`src/rtl/ihl_pkg.sv`:
```
// ihl_pkg: shared constants for the intel hex record loader
// command, result kind and record status codes, buffer sizes, character codes
// no dependencies
package ihl_pkg;

   localparam int MAX_DATA       = 32;
   localparam int BUF_LEN        = MAX_DATA + 5;
   localparam int MIN_LINE_CHARS = 11;
   localparam int MIN_DECODED    = 5;
   localparam int CNT_W          = $clog2(BUF_LEN + 2);
   localparam int MEM_AW         = $clog2(BUF_LEN);

   localparam int CMD_W    = 2;
   localparam int CHAR_W   = 8;
   localparam int KIND_W   = 2;
   localparam int ADDR_W   = 24;
   localparam int DATA_W   = 8;
   localparam int STATUS_W = 3;
   localparam int BYTES_W  = 24;
   localparam int LINES_W  = 16;
   localparam int SEG_W    = 32;

   localparam logic [CMD_W-1:0] CMD_CHAR   = 2'd0;
   localparam logic [CMD_W-1:0] CMD_BEGIN  = 2'd1;
   localparam logic [CMD_W-1:0] CMD_FINISH = 2'd2;

   localparam logic [KIND_W-1:0] KIND_WRITE   = 2'd0;
   localparam logic [KIND_W-1:0] KIND_STATUS  = 2'd1;
   localparam logic [KIND_W-1:0] KIND_SUMMARY = 2'd2;

   localparam logic [STATUS_W-1:0] ST_DATA_OK  = 3'd0;
   localparam logic [STATUS_W-1:0] ST_EOF      = 3'd1;
   localparam logic [STATUS_W-1:0] ST_SEG_SET  = 3'd2;
   localparam logic [STATUS_W-1:0] ST_IGNORED  = 3'd3;
   localparam logic [STATUS_W-1:0] ST_CHECKSUM = 3'd4;
   localparam logic [STATUS_W-1:0] ST_SHORT    = 3'd5;
   localparam logic [STATUS_W-1:0] ST_REJECTED = 3'd6;
   localparam logic [STATUS_W-1:0] ST_LENGTH   = 3'd7;

   localparam logic [7:0] REC_DATA     = 8'h00;
   localparam logic [7:0] REC_EOF      = 8'h01;
   localparam logic [7:0] REC_EXT_SEG  = 8'h02;
   localparam logic [7:0] REC_EXT_LIN  = 8'h04;

   localparam logic [CHAR_W-1:0] CH_CR    = 8'h0D;
   localparam logic [CHAR_W-1:0] CH_LF    = 8'h0A;
   localparam logic [CHAR_W-1:0] CH_SPACE = 8'h20;
   localparam logic [CHAR_W-1:0] CH_COLON = 8'h3A;

   localparam logic [1:0] MODE_BETWEEN = 2'd0;
   localparam logic [1:0] MODE_COLON   = 2'd1;
   localparam logic [1:0] MODE_IGNORE  = 2'd2;
   localparam logic [1:0] MODE_BAD     = 2'd3;

   localparam logic [ADDR_W-1:0] FLASH_END_RESET = 24'd32767;

endpackage

```
`src/rtl/ihl_if.sv`:
```
// ihl channel interfaces: request, response and csr write channels
// valid/ready handshake with source and sink modports
// depends on ihl_pkg
interface ihl_req_if
   import ihl_pkg::*;
   ();
   logic              valid;
   logic              ready;
   logic [CMD_W-1:0]  command;
   logic [CHAR_W-1:0] character;
   modport source (output valid, command, character, input ready);
   modport sink   (input valid, command, character, output ready);
endinterface

interface ihl_rsp_if
   import ihl_pkg::*;
   ();
   logic                valid;
   logic                ready;
   logic [KIND_W-1:0]   kind;
   logic [ADDR_W-1:0]   address;
   logic [DATA_W-1:0]   data;
   logic [STATUS_W-1:0] status;
   logic [BYTES_W-1:0]  bytes_loaded;
   logic [LINES_W-1:0]  lines_processed;
   logic                last;
   modport source (output valid, kind, address, data, status, bytes_loaded,
                   lines_processed, last, input ready);
   modport sink   (input valid, kind, address, data, status, bytes_loaded,
                   lines_processed, last, output ready);
endinterface

interface ihl_csr_if
   import ihl_pkg::*;
   ();
   logic              valid;
   logic              ready;
   logic [ADDR_W-1:0] flash_end;
   modport source (output valid, flash_end, input ready);
   modport sink   (input valid, flash_end, output ready);
endinterface

```
`src/rtl/intel_hex_record_loader.sv`:
```
// intel_hex_record_loader: intel hex text decoder emitting flash byte writes
// depends on ihl_pkg and the channel interfaces in ihl_if.sv
//
// The loader takes one ASCII character (or a begin/finish command) per request
// transfer. While no record is being evaluated, text streams at one character
// per cycle. At a line end the record is evaluated by a sequencer around the
// line buffer memory, which has a single read port: a checksum pass reads the
// decoded bytes, then each flash write is a buffer read followed by a hand-off,
// then one status transfer follows; a finish adds one summary transfer. The
// request side is not ready while a record is being evaluated, and response
// back-pressure stretches each hand-off. The last flag marks the final response
// caused by one request. flash_end is to be written through the csr channel only
// while the loader is idle; the loader does not enforce this. It resets to 32767.
module intel_hex_record_loader
   import ihl_pkg::*;
(
   input  logic     clock,
   input  logic     reset,
   ihl_req_if.sink   req_chan,
   ihl_rsp_if.source rsp_chan,
   ihl_csr_if.sink   csr_chan
);

   typedef enum logic [2:0] {
      S_IDLE, S_SUM, S_DECIDE, S_DREAD, S_DEMIT, S_STATUS, S_SUMMARY
   } state_type;

   function automatic logic [4:0] hex_nibble(input logic [CHAR_W-1:0] c);
      logic [4:0] r;
      r = 5'd0;
      if (c >= 8'h30 && c <= 8'h39) begin
         r = {1'b1, 4'(c - 8'h30)};
      end else if (c >= 8'h61 && c <= 8'h66) begin
         r = {1'b1, 4'(c - 8'h57)};
      end else if (c >= 8'h41 && c <= 8'h46) begin
         r = {1'b1, 4'(c - 8'h37)};
      end
      return r;
   endfunction

   logic [7:0] line_mem [BUF_LEN];
   logic [7:0] rdata_ff;

   state_type           state_ff, state_in;
   logic [1:0]          mode_ff, mode_in;
   logic [CNT_W-1:0]    dc_ff, dc_in;
   logic [7:0]          cc_ff, cc_in;
   logic [4:0]          half_ff, half_in;
   logic [SEG_W-1:0]    seg_ff, seg_in;
   logic [BYTES_W-1:0]  bytes_ff, bytes_in;
   logic [LINES_W-1:0]  lines_ff, lines_in;
   logic [ADDR_W-1:0]   flash_end_ff, flash_end_in;
   logic [STATUS_W-1:0] status_ff, status_in;
   logic                fin_ff, fin_in;
   logic [CNT_W-1:0]    len_ff, len_in;
   logic [CNT_W-1:0]    issue_ff, issue_in;
   logic [CNT_W-1:0]    pos_ff, pos_in;
   logic                rdv_ff, rdv_in;
   logic [7:0]          sum_ff, sum_in;
   logic [7:0]          rcount_ff, rcount_in;
   logic [7:0]          rahi_ff, rahi_in;
   logic [7:0]          ralo_ff, ralo_in;
   logic [7:0]          rtype_ff, rtype_in;
   logic [7:0]          rd0_ff, rd0_in;
   logic [7:0]          rd1_ff, rd1_in;
   logic [CNT_W-1:0]    idx_ff, idx_in;
   logic [ADDR_W-1:0]   waddr_ff, waddr_in;

   logic                ov_ff, ov_in;
   logic [KIND_W-1:0]   okind_ff, okind_in;
   logic [ADDR_W-1:0]   oaddr_ff, oaddr_in;
   logic [DATA_W-1:0]   odata_ff, odata_in;
   logic [STATUS_W-1:0] ostatus_ff, ostatus_in;
   logic [BYTES_W-1:0]  obytes_ff, obytes_in;
   logic [LINES_W-1:0]  olines_ff, olines_in;
   logic                olast_ff, olast_in;

   logic                wr_en;
   logic [MEM_AW-1:0]   wr_addr;
   logic [7:0]          wr_data;
   logic                rd_en;
   logic [MEM_AW-1:0]   rd_addr;

   logic                take;
   logic                slot;
   logic [4:0]          nib;
   logic                line_ok;
   logic [CNT_W-1:0]    dptr;
   logic [SEG_W-1:0]    rec_addr;
   logic [15:0]         seg_val;

   assign req_chan.ready = (state_ff == S_IDLE);
   assign csr_chan.ready = 1'b1;
   assign take = req_chan.valid && (state_ff == S_IDLE);
   assign slot = !ov_ff || rsp_chan.ready;
   assign nib  = hex_nibble(req_chan.character);
   assign line_ok = (mode_ff == MODE_COLON || mode_ff == MODE_BAD)
                    && (cc_ff >= 8'(MIN_LINE_CHARS));
   assign dptr = idx_ff + CNT_W'(4);
   assign rec_addr = seg_ff | {16'd0, rahi_ff, ralo_ff};
   assign seg_val = {rd0_ff, rd1_ff};

   assign rsp_chan.valid           = ov_ff;
   assign rsp_chan.kind            = okind_ff;
   assign rsp_chan.address         = oaddr_ff;
   assign rsp_chan.data            = odata_ff;
   assign rsp_chan.status          = ostatus_ff;
   assign rsp_chan.bytes_loaded    = obytes_ff;
   assign rsp_chan.lines_processed = olines_ff;
   assign rsp_chan.last            = olast_ff;

   always_comb begin
      state_in     = state_ff;
      mode_in      = mode_ff;
      dc_in        = dc_ff;
      cc_in        = cc_ff;
      half_in      = half_ff;
      seg_in       = seg_ff;
      bytes_in     = bytes_ff;
      lines_in     = lines_ff;
      flash_end_in = flash_end_ff;
      status_in    = status_ff;
      fin_in       = fin_ff;
      len_in       = len_ff;
      issue_in     = issue_ff;
      pos_in       = pos_ff;
      rdv_in       = 1'b0;
      sum_in       = sum_ff;
      rcount_in    = rcount_ff;
      rahi_in      = rahi_ff;
      ralo_in      = ralo_ff;
      rtype_in     = rtype_ff;
      rd0_in       = rd0_ff;
      rd1_in       = rd1_ff;
      idx_in       = idx_ff;
      waddr_in     = waddr_ff;
      ov_in        = ov_ff && !rsp_chan.ready;
      okind_in     = okind_ff;
      oaddr_in     = oaddr_ff;
      odata_in     = odata_ff;
      ostatus_in   = ostatus_ff;
      obytes_in    = obytes_ff;
      olines_in    = olines_ff;
      olast_in     = olast_ff;
      wr_en        = 1'b0;
      wr_addr      = dc_ff[MEM_AW-1:0];
      wr_data      = {half_ff[3:0], nib[3:0]};
      rd_en        = 1'b0;
      rd_addr      = issue_ff[MEM_AW-1:0];

      if (csr_chan.valid) begin
         flash_end_in = csr_chan.flash_end;
      end

      case (state_ff)
         S_IDLE: begin
            if (take) begin
               if (req_chan.command == CMD_BEGIN) begin
                  mode_in  = MODE_BETWEEN;
                  dc_in    = '0;
                  cc_in    = '0;
                  half_in  = '0;
                  seg_in   = '0;
                  bytes_in = '0;
                  lines_in = '0;
               end else if (req_chan.command == CMD_FINISH
                            || (req_chan.command == CMD_CHAR
                                && mode_ff != MODE_BETWEEN
                                && (req_chan.character == CH_CR
                                    || req_chan.character == CH_LF))) begin
                  // line end or finish: clear line state, evaluate if it qualifies
                  fin_in   = (req_chan.command == CMD_FINISH);
                  mode_in  = MODE_BETWEEN;
                  dc_in    = '0;
                  cc_in    = '0;
                  half_in  = '0;
                  len_in   = dc_ff;
                  issue_in = '0;
                  sum_in   = '0;
                  if (!line_ok) begin
                     state_in = (req_chan.command == CMD_FINISH) ? S_SUMMARY : S_IDLE;
                  end else if (mode_ff == MODE_BAD || dc_ff < CNT_W'(MIN_DECODED)) begin
                     status_in = ST_SHORT;
                     state_in  = S_STATUS;
                  end else if (dc_ff > CNT_W'(BUF_LEN)) begin
                     status_in = ST_LENGTH;
                     state_in  = S_STATUS;
                  end else begin
                     state_in = S_SUM;
                  end
               end else if (req_chan.command == CMD_CHAR) begin
                  if (mode_ff == MODE_BETWEEN) begin
                     if (req_chan.character != CH_CR && req_chan.character != CH_LF
                         && req_chan.character != CH_SPACE) begin
                        mode_in = (req_chan.character == CH_COLON) ? MODE_COLON
                                                                   : MODE_IGNORE;
                        cc_in   = 8'd1;
                     end
                  end else begin
                     if (cc_ff != 8'hFF) begin
                        cc_in = cc_ff + 8'd1;
                     end
                     if (mode_ff == MODE_COLON) begin
                        if (!nib[4]) begin
                           if (req_chan.character > CH_SPACE) begin
                              mode_in = MODE_BAD;
                           end
                        end else if (half_ff[4]) begin
                           half_in = '0;
                           if (dc_ff < CNT_W'(BUF_LEN)) begin
                              wr_en = 1'b1;
                              dc_in = dc_ff + CNT_W'(1);
                           end else begin
                              dc_in = CNT_W'(BUF_LEN + 1);
                           end
                        end else begin
                           half_in = {1'b1, nib[3:0]};
                        end
                     end
                  end
               end
            end
         end

         S_SUM: begin
            // read pass over the buffer: running sum, header fields captured
            if (issue_ff < len_ff) begin
               rd_en    = 1'b1;
               issue_in = issue_ff + CNT_W'(1);
               rdv_in   = 1'b1;
               pos_in   = issue_ff;
            end
            if (rdv_ff) begin
               sum_in = sum_ff + rdata_ff;
               case (pos_ff)
                  CNT_W'(0): rcount_in = rdata_ff;
                  CNT_W'(1): rahi_in   = rdata_ff;
                  CNT_W'(2): ralo_in   = rdata_ff;
                  CNT_W'(3): rtype_in  = rdata_ff;
                  CNT_W'(4): rd0_in    = rdata_ff;
                  CNT_W'(5): rd1_in    = rdata_ff;
                  default: ;
               endcase
               if (pos_ff == len_ff - CNT_W'(1)) begin
                  state_in = S_DECIDE;
               end
            end
         end

         S_DECIDE: begin
            idx_in   = '0;
            waddr_in = rec_addr[ADDR_W-1:0];
            state_in = S_STATUS;
            if (sum_ff != 8'd0) begin
               status_in = ST_CHECKSUM;
            end else if ((9'(rcount_ff) + 9'd5) != 9'(len_ff)) begin
               status_in = ST_LENGTH;
            end else begin
               case (rtype_ff)
                  REC_DATA: begin
                     if (rcount_ff == 8'd0 || rec_addr > SEG_W'(flash_end_ff)) begin
                        status_in = ST_REJECTED;
                     end else begin
                        status_in = ST_DATA_OK;
                        state_in  = S_DREAD;
                     end
                  end
                  REC_EOF: begin
                     seg_in    = '0;
                     status_in = ST_EOF;
                  end
                  REC_EXT_SEG, REC_EXT_LIN: begin
                     if (rcount_ff < 8'd2) begin
                        status_in = ST_LENGTH;
                     end else begin
                        seg_in    = (rtype_ff == REC_EXT_SEG) ? {12'd0, seg_val, 4'd0}
                                                              : {seg_val, 16'd0};
                        status_in = ST_SEG_SET;
                     end
                  end
                  default: status_in = ST_IGNORED;
               endcase
            end
         end

         S_DREAD: begin
            rd_en    = 1'b1;
            rd_addr  = dptr[MEM_AW-1:0];
            state_in = S_DEMIT;
         end

         S_DEMIT: begin
            if (slot) begin
               ov_in      = 1'b1;
               okind_in   = KIND_WRITE;
               oaddr_in   = waddr_ff;
               odata_in   = rdata_ff;
               ostatus_in = '0;
               obytes_in  = '0;
               olines_in  = '0;
               olast_in   = 1'b0;
               if (bytes_ff != {BYTES_W{1'b1}}) begin
                  bytes_in = bytes_ff + BYTES_W'(1);
               end
               idx_in   = idx_ff + CNT_W'(1);
               waddr_in = waddr_ff + ADDR_W'(1);
               if ((8'(idx_ff) + 8'd1) == rcount_ff || waddr_ff == flash_end_ff) begin
                  state_in = S_STATUS;
               end else begin
                  state_in = S_DREAD;
               end
            end
         end

         S_STATUS: begin
            if (slot) begin
               ov_in      = 1'b1;
               okind_in   = KIND_STATUS;
               oaddr_in   = '0;
               odata_in   = '0;
               ostatus_in = status_ff;
               obytes_in  = '0;
               olines_in  = '0;
               olast_in   = !fin_ff;
               if (lines_ff != {LINES_W{1'b1}}) begin
                  lines_in = lines_ff + LINES_W'(1);
               end
               state_in = fin_ff ? S_SUMMARY : S_IDLE;
            end
         end

         S_SUMMARY: begin
            if (slot) begin
               ov_in      = 1'b1;
               okind_in   = KIND_SUMMARY;
               oaddr_in   = '0;
               odata_in   = '0;
               ostatus_in = '0;
               obytes_in  = bytes_ff;
               olines_in  = lines_ff;
               olast_in   = 1'b1;
               state_in   = S_IDLE;
            end
         end

         default: state_in = S_IDLE;
      endcase
   end

   always_ff @(posedge clock) begin
      if (wr_en) begin
         line_mem[wr_addr] <= wr_data;
      end
      if (rd_en) begin
         rdata_ff <= line_mem[rd_addr];
      end
   end

   always_ff @(posedge clock) begin
      if (reset) begin
         state_ff     <= S_IDLE;
         mode_ff      <= MODE_BETWEEN;
         dc_ff        <= '0;
         cc_ff        <= '0;
         half_ff      <= '0;
         seg_ff       <= '0;
         bytes_ff     <= '0;
         lines_ff     <= '0;
         flash_end_ff <= FLASH_END_RESET;
         fin_ff       <= 1'b0;
         rdv_ff       <= 1'b0;
         ov_ff        <= 1'b0;
      end else begin
         state_ff     <= state_in;
         mode_ff      <= mode_in;
         dc_ff        <= dc_in;
         cc_ff        <= cc_in;
         half_ff      <= half_in;
         seg_ff       <= seg_in;
         bytes_ff     <= bytes_in;
         lines_ff     <= lines_in;
         flash_end_ff <= flash_end_in;
         fin_ff       <= fin_in;
         rdv_ff       <= rdv_in;
         ov_ff        <= ov_in;
      end
      status_ff  <= status_in;
      len_ff     <= len_in;
      issue_ff   <= issue_in;
      pos_ff     <= pos_in;
      sum_ff     <= sum_in;
      rcount_ff  <= rcount_in;
      rahi_ff    <= rahi_in;
      ralo_ff    <= ralo_in;
      rtype_ff   <= rtype_in;
      rd0_ff     <= rd0_in;
      rd1_ff     <= rd1_in;
      idx_ff     <= idx_in;
      waddr_ff   <= waddr_in;
      okind_ff   <= okind_in;
      oaddr_ff   <= oaddr_in;
      odata_ff   <= odata_in;
      ostatus_ff <= ostatus_in;
      obytes_ff  <= obytes_in;
      olines_ff  <= olines_in;
      olast_ff   <= olast_in;
   end

endmodule

```
`src/flat_wrapper.sv`:
```
// flat-port wrapper written by rule: the top's interface ports become plain ports
module intel_hex_record_loader_flat import ihl_pkg::*;
  (clock, reset, req_chan_valid, req_chan_command, req_chan_character, req_chan_ready, rsp_chan_valid, rsp_chan_kind, rsp_chan_address, rsp_chan_data, rsp_chan_status, rsp_chan_bytes_loaded, rsp_chan_lines_processed, rsp_chan_last, rsp_chan_ready, csr_chan_valid, csr_chan_flash_end, csr_chan_ready);
  ihl_req_if req_chan_i ();
  ihl_rsp_if rsp_chan_i ();
  ihl_csr_if csr_chan_i ();
  input  logic clock;
  input  logic reset;
  input wire logic [$bits(req_chan_i.valid)-1:0] req_chan_valid;
  input wire logic [$bits(req_chan_i.command)-1:0] req_chan_command;
  input wire logic [$bits(req_chan_i.character)-1:0] req_chan_character;
  output wire logic [$bits(req_chan_i.ready)-1:0] req_chan_ready;
  output wire logic [$bits(rsp_chan_i.valid)-1:0] rsp_chan_valid;
  output wire logic [$bits(rsp_chan_i.kind)-1:0] rsp_chan_kind;
  output wire logic [$bits(rsp_chan_i.address)-1:0] rsp_chan_address;
  output wire logic [$bits(rsp_chan_i.data)-1:0] rsp_chan_data;
  output wire logic [$bits(rsp_chan_i.status)-1:0] rsp_chan_status;
  output wire logic [$bits(rsp_chan_i.bytes_loaded)-1:0] rsp_chan_bytes_loaded;
  output wire logic [$bits(rsp_chan_i.lines_processed)-1:0] rsp_chan_lines_processed;
  output wire logic [$bits(rsp_chan_i.last)-1:0] rsp_chan_last;
  input wire logic [$bits(rsp_chan_i.ready)-1:0] rsp_chan_ready;
  input wire logic [$bits(csr_chan_i.valid)-1:0] csr_chan_valid;
  input wire logic [$bits(csr_chan_i.flash_end)-1:0] csr_chan_flash_end;
  output wire logic [$bits(csr_chan_i.ready)-1:0] csr_chan_ready;
  assign req_chan_i.valid = req_chan_valid;
  assign req_chan_i.command = req_chan_command;
  assign req_chan_i.character = req_chan_character;
  assign req_chan_ready = req_chan_i.ready;
  assign rsp_chan_valid = rsp_chan_i.valid;
  assign rsp_chan_kind = rsp_chan_i.kind;
  assign rsp_chan_address = rsp_chan_i.address;
  assign rsp_chan_data = rsp_chan_i.data;
  assign rsp_chan_status = rsp_chan_i.status;
  assign rsp_chan_bytes_loaded = rsp_chan_i.bytes_loaded;
  assign rsp_chan_lines_processed = rsp_chan_i.lines_processed;
  assign rsp_chan_last = rsp_chan_i.last;
  assign rsp_chan_i.ready = rsp_chan_ready;
  assign csr_chan_i.valid = csr_chan_valid;
  assign csr_chan_i.flash_end = csr_chan_flash_end;
  assign csr_chan_ready = csr_chan_i.ready;
  intel_hex_record_loader u_core (.clock(clock), .reset(reset), .req_chan(req_chan_i), .rsp_chan(rsp_chan_i), .csr_chan(csr_chan_i));
endmodule
```
`config.mk`:
```
export PLATFORM = sky130hd
export DESIGN_NAME = intel_hex_record_loader_flat
export DESIGN_NICKNAME = d
export VERILOG_FILES = /design/src/rtl/ihl_pkg.sv /design/src/rtl/ihl_if.sv /design/src/rtl/intel_hex_record_loader.sv /design/src/flat_wrapper.sv
export SDC_FILE = /design/constraint.sdc
export NUM_CORES = 1
export LEC_CHECK = 0
export BUFFER_PORTS_ARGS = -buffer_cell sky130_fd_sc_hd__buf_2
export CAP_MARGIN = 10
export CORE_UTILIZATION = 50
export DETAILED_ROUTE_END_ITERATION = 10
export MAX_ROUTING_LAYER = met4
export PLACE_DENSITY = 0.66
export SYNTH_ARGS = -nofsm -noshare
export SYNTH_HDL_FRONTEND = slang
export SYNTH_SLANG_ARGS = --single-unit
```
`constraint.sdc`:
```
create_clock -name clock -period 11.06 [get_ports clock]
set_clock_uncertainty 0.15 [all_clocks]
set_input_delay 1.106 -clock clock [delete_from_list [all_inputs] [get_ports clock]]
set_output_delay 1.106 -clock clock [all_outputs]
set_load 0.005 [all_outputs]
```
After elaboration in Yosys (flattened, before gate mapping). Memory sizes are Yosys's and may differ from the RTL's. A register that Yosys moved wholly into a read port is not among the register bits. Index checks and enable logic that the tools add are counted. W data, S select, Z words.

Register bits after elaboration: 308. RAM bits: 296. Output and inout port bits: 81. Memories: 1.

Memory list: u_core.line_mem (depth 37, width 8, read ports 1, clocked after Yosys merged registers in 1, wr ports 1, RTL line intel_hex_record_loader.sv:41) `logic [7:0] line_mem [BUF_LEN];`.

$add $sub $neg: 15. Magnitude comparators: 14. Equality and inequality tests: 55. Mux-type cells: 134. Bitwise logic cells: 3. Reductions and logical operators: 74.

Operator list (count): $mux W24 (8); $mux W32 (6); $pmux W24 S2 (4); $pmux W32 S2 (2); $mux W16 (6); $mux W8 (12); $mux W3 (29); $mux W6 (14); $pmux W16 S2 (2); $mux W5 (10); $add A24 B1 Y24 const B (2); $gt A32 B24 Y1 (1); $or A32 B16 Y32 (1); $pmux W8 S2 (2); $ne A2 B1 Y1 const B (15); $reduce_and A3 Y1 (9); $reduce_and A5 Y1 (5); $eq A24 B24 Y1 (1); $mux W2 (12); $ne A24 B24 Y1 const B (1); $pmux W6 S2 (2); $pmux W3 S7 (1); $reduce_and A7 Y1 (3); $add A6 B1 Y6 const B (3); 70 further kinds (144).

Longest topological paths before layout. Gate-level depths: netlist of the first run.

Depth in word-level cells: 15. Depth in mapped cells: 11. Depth with buffers taken out: 10.

Worst setup path after synthesis of the first run. Ideal clock, no wire load.

Path type: input-to-reg. Start point: input rsp_chan_ready. End point: register u_core.idx_ff[0], enable pin. Library setup time: 459 ps. Arrival: 3351 ps. Required time: 10451 ps. Setup slack: 7100 ps. Stages on the path: 2. Path buffers: 0. Cell sequence: nor2b_1 -> o21ai_0.

Longest elaborated chain between the ends: 3.

RTL lines: from (decl) (RTL line flat_wrapper.sv:21) `input wire logic [$bits(rsp_chan_i.ready)-1:0] rsp_chan_ready;`; $logic_or A1 B1 Y1 (RTL line intel_hex_record_loader.sv:95) `assign slot = !ov_ff || rsp_chan.ready;`; $ne A2 B1 Y1 (no line); $reduce_and A2 Y1 (no line); to (signal assigned) (RTL line intel_hex_record_loader.sv:398) `idx_ff <= idx_in;`; to (decl) (RTL line intel_hex_record_loader.sv:66) `logic [CNT_W-1:0] idx_ff, idx_in;`.

No other way between the ends. A chain may end at the register's enable or synchronous reset.

Worst setup path after layout of the first run.
Start point: register u_core.state_ff[0]. End point: register u_core.rdata_ff[5], read port of u_core.line_mem, data pin.

Longest elaborated chain between the ends: 2. Elaborated cells between the ends (all ways): 4. Classes of those cells: eq/ne (2); mux (2).

RTL lines: from (decl) (RTL line intel_hex_record_loader.sv:44) `state_type state_ff, state_in;`; from (signal assigned) (RTL line intel_hex_record_loader.sv:374) `state_ff <= state_in;`; $eq A3 B2 Y1 / $eq A3 B1 Y1 (equally long branches) (RTL line intel_hex_record_loader.sv:155) `case (state_ff)`; $pmux W1 S2 / $mux W6 (equally long branches) (RTL line intel_hex_record_loader.sv:155); to (decl) (RTL line intel_hex_record_loader.sv:42) `logic [7:0] rdata_ff;`.

Several ways; a longest one is shown, not always the timed one.

==> results.json, run 1 <==
{
  "worstSkewPairLatency_ns": 0.64,
  "synth_edf_count": 489,
  "syn_to_final_growth_pct": 12.63,
  "initial_core_util": 0.5067,
  "timing.final.max_slew_violations": 0,
  "worst_setup_path_end_kind": "flop",
  "period_minus_slack_ns": 4.660,
  "detailed_place_hpwl_um": 41280,
  "largest_net_degree_at_the_start_of_global_routing": 53,
  "p_sw_frac": 0.2031,
  "finalHoldViolations": 0,
  "run_status": "finished, final reports clean",
  "numCtsBuffers": 61,
  "min_period_over_period": 0.4213,
  "postCtsSetupRepairBufs": 0,
  "critPathKind": "flop to flop",
  "power_density_nw_per_um2": 160.0,
  "max_clock_freq_mhz": 214.6,
  "setup_slack_ns": 6.400,
  "synth_seq_cells": 608,
  "dr.first_iter.drc_count": 1488,
  "dpl_cell_area_um2": 27890,
  "yosys_warnings": 0,
  "grt-ovfl-total": 0,
  "netlist-cell-type-count": 77,
  "fp.dieArea_um2": 54190,
  "peakVddDrop_v": 0.0001360,
  "design.final.nets": 2268,
  "cts_resized": 0,
  "synth.avg_cell_area_um2": 12.86,
  "postLayoutCoreUtil": 0.5707,
  "drt_pass1_iterations": 5,
  "max-clock-path-buffers": 3,
  "grt_util_all_layers": 0.2388,
  "synth_async_sr_flop_share": 0,
  "num_vias": 16980,
  "power.share.combinational": 0.031,
  "gp_routability_congestion": 0.8844,
  "dominantRegCellSynth": "edfxtp_1",
  "relative_max_transition_margin": 0.2123,
  "cts-hold-fix-buffers": 0,
  "post_drt_via_cell_ratio": 5.832,
  "synth.area.top_cells": "edfxtp_1 (55%), dfxtp_1 (8.9%), mux4_2 (4.7%)",
  "worstMarginPinSlew_ns": 1.182,
  "remaining_drcs": 0,
  "syn_nets": 2164,
  "postSynthCellCount": 2071,
  "die-height_um": 232.8,
  "cell_depth_of_the_worst_min_delay_path": 2,
  "unrepaired_setup_endpoints_after_global_routing": "no",
  "syn_area_um2": 26630,
  "synth.top_cell.area_share": 0.5514,
  "crit_path_max_fanout": 49,
  "cp_data_required_time_ns": 11.28,
  "wire_length_of_the_first_global_routing_pass_um": 95250,
  "via_count_of_the_first_global_routing_pass": 16850,
  "power.switching_mw": 0.9744,
  "yosys.area.top_type": "edfxtp_1",
  "timing.hold.ws_ns": 0.3103,
  "timing.max_cap.violations": 0,
  "leakagePower_nw": 10.20,
  "worst_setup_path_startpoint": "u_core.state_ff[0]",
  "sequential_cell_area_um2": 17070,
  "clock_transition_at_the_registers_of_the_reported_paths_ns": 0.06,
  "ctsRootBufferMaster": "clkbuf_16",
  "min_path_type": "flop to flop",
  "final_setup_violations": 0,
  "h_tree_depth": 2,
  "rows": 84,
  "cts_sinks": 608,
  "floorplan.core_area_um2": 52550,
  "buffer_ports.inserted": 118,
  "boundaryPins": 120,
  "pwr-share-clk": 0.452,
  "worst_ep_arrival_time_ns": 4.88,
  "multi_input_gate_area_in_the_final_layout_um2": 9014,
  "hold_path_startpoint": "u_core.seg_ff[31]",
  "worstReg2RegStart": "u_core.state_ff[0]",
  "antenna_cell_count": 0,
  "number_of_antenna_violations_at_the_first_check_in_global_routing": 0,
  "synth.yosys.seq_area_share": 0.6409,
  "final_layout_size_suffix_gt1_frac": 0.1529,
  "wire_per_inst_um": 21.37,
  "final_design_area_no_fill_um2": 29990,
  "setup_total_negative_slack_ns": 0,
  "power.internal_mw": 3.823,
  "tritoncts_clock_tree": "done",
  "num-fill-cells": 4241,
  "dp_worst_setup_slack_ns": 6.073,
  "routed_antenna_nets": 0,
  "critical_path.startpoint_type": "flop",
  "die_width_um": 232.8,
  "worstRegToRegCells": 8,
  "seq_power_share": 0.517,
  "wirelength_um": 62240
}
-- cell families after synthesis --
logic type	Yosys count	share of synthesized area
buffers and inverters	151	0.02335
AO/OA/AOI/OAI	260	0.06254
AND/OR/NAND/NOR	799	0.1508
other	1	0.0001408
multiplexers	82	0.05732
flip-flops	608	0.6409
adder cells (fa/ha/maj)	54	0.02565
XOR/XNOR	116	0.03928
-- placed cells by master (no fill, tap or decap), drive strengths merged, types with 48 or more instances in the layout --
cell and count:
nand2 209, nand4 48, inv 56, nand3 108, mux4 56, buf 137, a21oi 85, xor2 72
nor2 170, edfxtp 489, ha 53, o21ai 60, clkbuf 78, and3 58, dfxtp 119
-- synth_stat cells, drive strengths merged (4+ instances only) --
master,number
dfxtp,119
inv,55
a2111oi,11
nand3b,5
mux4,56
a41o,4
a31oi,5
a21o,11
or4,5
buf,27
nand3,108
nand2,209
xor2,72
nand4,48
nor4,27
nor3,22
a211oi,10
edfxtp,489
nor2b,15
clkbuf,69
nor4b,7
mux2,4
and3,58
and2,44
nor3b,10
o21ai,60
nor2,170
nand2b,16
mux2i,22
a221oi,4
a21boi,5
or2,15
a22o,14
xnor2,42
and4,9
a21oi,85
o211ai,19
o21a,6
ha,53
o22ai,8
or3,23
-- registers in the layout, indices dropped and copies added (netlist names), 8 cells and up --
| signal | flops |
|---|---|
| u_core.line_mem | 296 |
| u_core.rsp_chan.data | 8 |
| u_core.flash_end_ff | 24 |
| u_core.rcount_ff | 8 |
| u_core.seg_ff | 28 |
| u_core.rd1_ff | 8 |
| u_core.rtype_ff | 8 |
| u_core.rd0_ff | 8 |
| u_core.bytes_ff | 24 |
| u_core.sum_ff | 8 |
| u_core.rdata_ff | 8 |
| u_core.rahi_ff | 8 |
| u_core.rsp_chan.lines_processed | 16 |
| u_core.waddr_ff | 24 |
| u_core.lines_ff | 16 |
| u_core.ralo_ff | 8 |
| u_core.rsp_chan.bytes_loaded | 24 |
| u_core.rsp_chan.address | 24 |
| u_core.cc_ff | 8 |
-- critical path: stages (launching register included) --
cell and delay (ns):
dfxtp_1 0.59, nand3b_1 0.69, mux2i_4 0.34, buf_4 0.54, buf_4 0.72, mux4_2 0.62
nand4_1 0.13, nand4_1 0.15, or3_1 0.42
-- routing by layer --
| layer | vias up | share of wire | track usage |
|---|---|---|---|
| li1 | 7935 | - | - |
| met1 | 8250 | 0.41 | 0.2989 |
| met2 | 633 | 0.49 | 0.3841 |
| met3 | 166 | 0.061 | 0.03284 |
| met4 | 0 | 0.046 | 0.1140 |
| met5 | - | 0 | - |
-- area by class of cell --
cell class              instances  area share
flip-flops and latches        608      0.5692
clock buffers                  78     0.05369
inverters                      55    0.006884
repair buffers                137     0.02445
well taps                     688     0.02870
multi-input cells            1312      0.3005
clock inverters                34     0.01652
-- power groups by stage --
stage	Combinational [mW]	Sequential, mW	Clock (mW)
global route	0.166	2.48	2.29
global placement	0.146	2.53	0
detailed placement	0.150	2.53	0
floorplan	0.100	2.52	0
CTS	0.151	2.48	2.20
finish	0.150	2.48	2.17
-- path summary, 6_finish.rpt --
path / end / slack (ns)
worst max-delay path: u_core.rdata_ff[5] / 6.40
worst min-delay path: u_core.seg_ff[31] / 0.31
worst min register to register: u_core.seg_ff[31] / 0.31
worst max register to register: u_core.rdata_ff[5] / 6.40
-- through the flow --
| step | cells | total power, mW |
|---|---|---|
| floorplan | 2071 | 2.625 |
| global placement | 2800 | 2.675 |
| detailed placement | 2800 | 2.680 |
| CTS | 2912 | 4.832 |
| global route | 2912 | 4.936 |
| finish | 2912 | 4.798 |
(Power assumes the default switching activity.)
==> inputs of run 2 (changes only) <==
ABC_AREA = 1   (was default)
PLACE_DENSITY = 0.68   (was 0.66)
clock period = 4.1 ns   (was 11.06 ns; I/O delays follow)
==> results.json, run 2 <==
{
  "synth.avg_cell_area_um2": 10.05,
  "synth_async_sr_flop_share": 0,
  "buffer_ports.inserted": 118,
  "leading_cell_type_in_the_layout_fill_and_taps_excluded": "edfxtp_1",
  "synth.area.top_cells": "edfxtp_1 (53%), dfxtp_1 (8.7%), nor2_1 (5.6%)",
  "hold_path_startpoint": "req_chan_command[0]",
  "run_status": "finished, final reports clean",
  "dominantRegCellSynth": "edfxtp_1",
  "synth.yosys.seq_area_share": 0.6212,
  "cts_sinks": 608,
  "numCtsBuffers": 67,
  "final_setup_violations": 0,
  "period_minus_slack_ns": 3.400,
  "final_cell_mix": "edfxtp_1 (489), nor2_1 (408), nand2_1 (355)",
  "synth_edf_count": 489,
  "antenna_cell_count": 0,
  "h_tree_depth": 3,
  "post_drt_via_cell_ratio": 5.513,
  "min_period_over_period": 0.8292,
  "synth_top_cells_by_count": "edfxtp_1 (489), nor2_1 (408), nand2_1 (356), inv_1 (285), o21ai_0 (232)",
  "timing.hold.worst_endpoint": "u_core.fin_ff",
  "initial_core_util": 0.5085,
  "postSynthCellCount": 2733,
  "power_density_nw_per_um2": 416.9,
  "synth.top_cell.area_share": 0.5345,
  "worstReg2RegStart": "u_core.dc_ff[1]",
  "die-height_um": 236.4,
  "timing.rr.end": "u_core.line_mem[33][5]",
  "number_of_antenna_violations_at_the_first_check_in_global_routing": 0,
  "total_design_power_mw": 13.02,
  "leakagePower_nw": 11.46,
  "synth_seq_cells": 608,
  "ctsRootBufferMaster": "clkbuf_16",
  "floorplan.core_area_um2": 54030,
  "drt_pass1_iterations": 6,
  "syn_nets": 2826,
  "remaining_drcs": 0,
  "timing.final.max_slew_violations": 0,
  "netlist-cell-type-count": 56,
  "wire_per_inst_um": 18.48,
  "yosys_warnings": 0,
  "num_vias": 20020,
  "yosys.area.top_type": "edfxtp_1",
  "tritoncts_clock_tree": "done",
  "cell_depth_of_the_worst_min_delay_path": 4,
  "worst-r2r-setup-slack_ns": 0.70,
  "unrepaired_setup_endpoints_after_global_routing": "no",
  "reg.largest.list": "u_core.line_mem x296, u_core.seg_ff x28",
  "routed_antenna_nets": 0,
  "setup_total_negative_slack_ns": 0,
  "fp.dieArea_um2": 55890,
  "syn_to_final_growth_pct": 13.65,
  "worstRegToRegCells": 10,
  "worstSkewPairLatency_ns": 0.61,
  "rows": 85,
  "critical_path.startpoint_type": "flop",
  "detailed_place_hpwl_um": 44900,
  "worst_ep_arrival_time_ns": 3.48,
  "timing.max_cap.violations": 0,
  "wire_length_of_the_first_global_routing_pass_um": 105900,
  "grt_util_all_layers": 0.2496,
  "max-clock-path-buffers": 3,
  "via_count_of_the_first_global_routing_pass": 19570,
  "worstMarginPinSlew_ns": 1.137,
  "final_layout_size_suffix_gt1_frac": 0.1087,
  "gp_routability_congestion": 0.9282,
  "dr.first_iter.drc_count": 1780,
  "cts_resized": 0,
  "cp_data_required_time_ns": 4.18,
  "relative_max_transition_margin": 0.2423,
  "max_clock_freq_mhz": 294.1,
  "crit_path_max_fanout": 8,
  "largest_reg_flops": 296,
  "clock_transition_at_the_registers_of_the_reported_paths_ns": 0.06,
  "die_width_um": 236.4,
  "boundaryPins": 120,
  "syn_area_um2": 27470,
  "min_path_type": "input pin to flop",
  "peakVddDrop_v": 0.0003829,
  "critPathKind": "flop to flop",
  "wirelength_um": 67080,
  "finalHoldViolations": 0,
  "max_flop_register": "u_core.line_mem",
  "grt-ovfl-total": 0,
  "largest_net_degree_at_the_start_of_global_routing": 145,
  "design.final.nets": 2980,
  "worst_setup_path_end_kind": "flop",
  "post-synth-top-count-cell": "edfxtp_1"
}
## run 2: cell count changes after synthesis, sizes merged, moves of 56 or more
cell / before / now
nor2: 170 / 417
inv: 55 / 295
o21ai: 60 / 272
nand2: 209 / 364
a21oi: 85 / 184
and3: 58 / 1
mux4: 56 / 0
## run 2: power by group
| group | internal, mW | switching, mW | leakage, nW | total [mW] |
|---|---|---|---|---|
| Clock | 3.32 | 2.37 | 0.989 | 5.69 |
| Combinational | 0.200 | 0.398 | 5.39 | 0.598 |
| Sequential | 6.67 | 0.0562 | 5.08 | 6.73 |
## run 2: cells by family (layout without fill, tap and decap cells)
group | after synthesis | in the layout | share of synthesized area
other | 1 | 1 | 0.0001365
AND/OR/NAND/NOR | 1026 | 1026 | 0.1581
flip-flops | 608 | 608 | 0.6212
AO/OA/AOI/OAI | 575 | 575 | 0.1161
buffers and inverters | 404 | 606 | 0.05880
adder cells (fa/ha/maj) | 54 | 54 | 0.02487
XOR/XNOR | 65 | 65 | 0.02072
## run 2: worst max-delay path: stages, from the launching register on
cell and delay, ns:
dfxtp_1 0.38, inv_1 0.23, ha_1 0.19, o21ai_1 0.11, nand2_1 0.16, inv_1 0.11, nor4_2 0.43, inv_1 0.12
nor2_1 0.20, nand3_1 0.34, nor2_1 0.63
## run 2: layout make-up
| class | instances | area (um2) |
|---|---|---|
| Clock buffer | 87 | 1824 |
| Fill cell | 4511 | 22800 |
| Timing Repair Buffer | 190 | 1216 |
| Sequential cell | 608 | 17070 |
| Inverter | 299 | 1124 |
| Multi-Input combinational cell | 1721 | 8885 |
| Tap cell | 696 | 870.8 |
| Clock inverter | 30 | 231.5 |
## run 2: worst max-delay path by stage
stage | startpoint | end | slack [ns] | cells after the start
6_report | u_core.dc_ff[1] | u_core.line_mem[33][5] | 0.70 | 10
3_5_place_dp | req_chan_character[1] | u_core.line_mem[33][6] | 0.35 | 13
2_1_floorplan | u_core.state_ff[0] | u_core.idx_ff[0] | 0.47 | 5
4_1_cts | u_core.dc_ff[1] | u_core.line_mem[17][0] | 0.77 | 10
5_1_grt | u_core.dc_ff[1] | u_core.line_mem[1][3] | 0.41 | 10
3_3_place_gp | req_chan_character[1] | u_core.line_mem[33][4] | 0.53 | 13
## run 2: what timing repair did
| item | 4_1_cts | 5_1_grt |
|---|---|---|
| endpoints found under the hold margin | 24 | 0 |
| setup buffers | 0 | 0 |
| hold buffers | 24 | 0 |
## run 2: routing by layer
metal,vias to the layer above,GRT usage,part of all wire
li1,9732,-,-
met1,9388,0.3196,0.43
met2,746,0.4018,0.47
met3,153,0.04026,0.063
met4,0,0.08973,0.031
met5,-,-,0
## run 2: stage by stage
step / hold WS, ns / utilization / cells / setup slack, ns / instance area [um2]
4_1_cts: 0.01469 / 0.5779 / 3631 / 0.7715 / 31220
2_1_floorplan: 0.2564 / - / 2733 / 0.4718 / 27470
3_5_place_dp: 0.3188 / 0.5354 / 3490 / 0.3514 / 28930
5_1_grt: 0.05428 / 0.5779 / 3631 / 0.4103 / 31220
3_3_place_gp: 0.3008 / 0.5354 / 3490 / 0.5299 / 28930
6_report: 0.04031 / 0.5779 / 3631 / 0.7001 / 31220
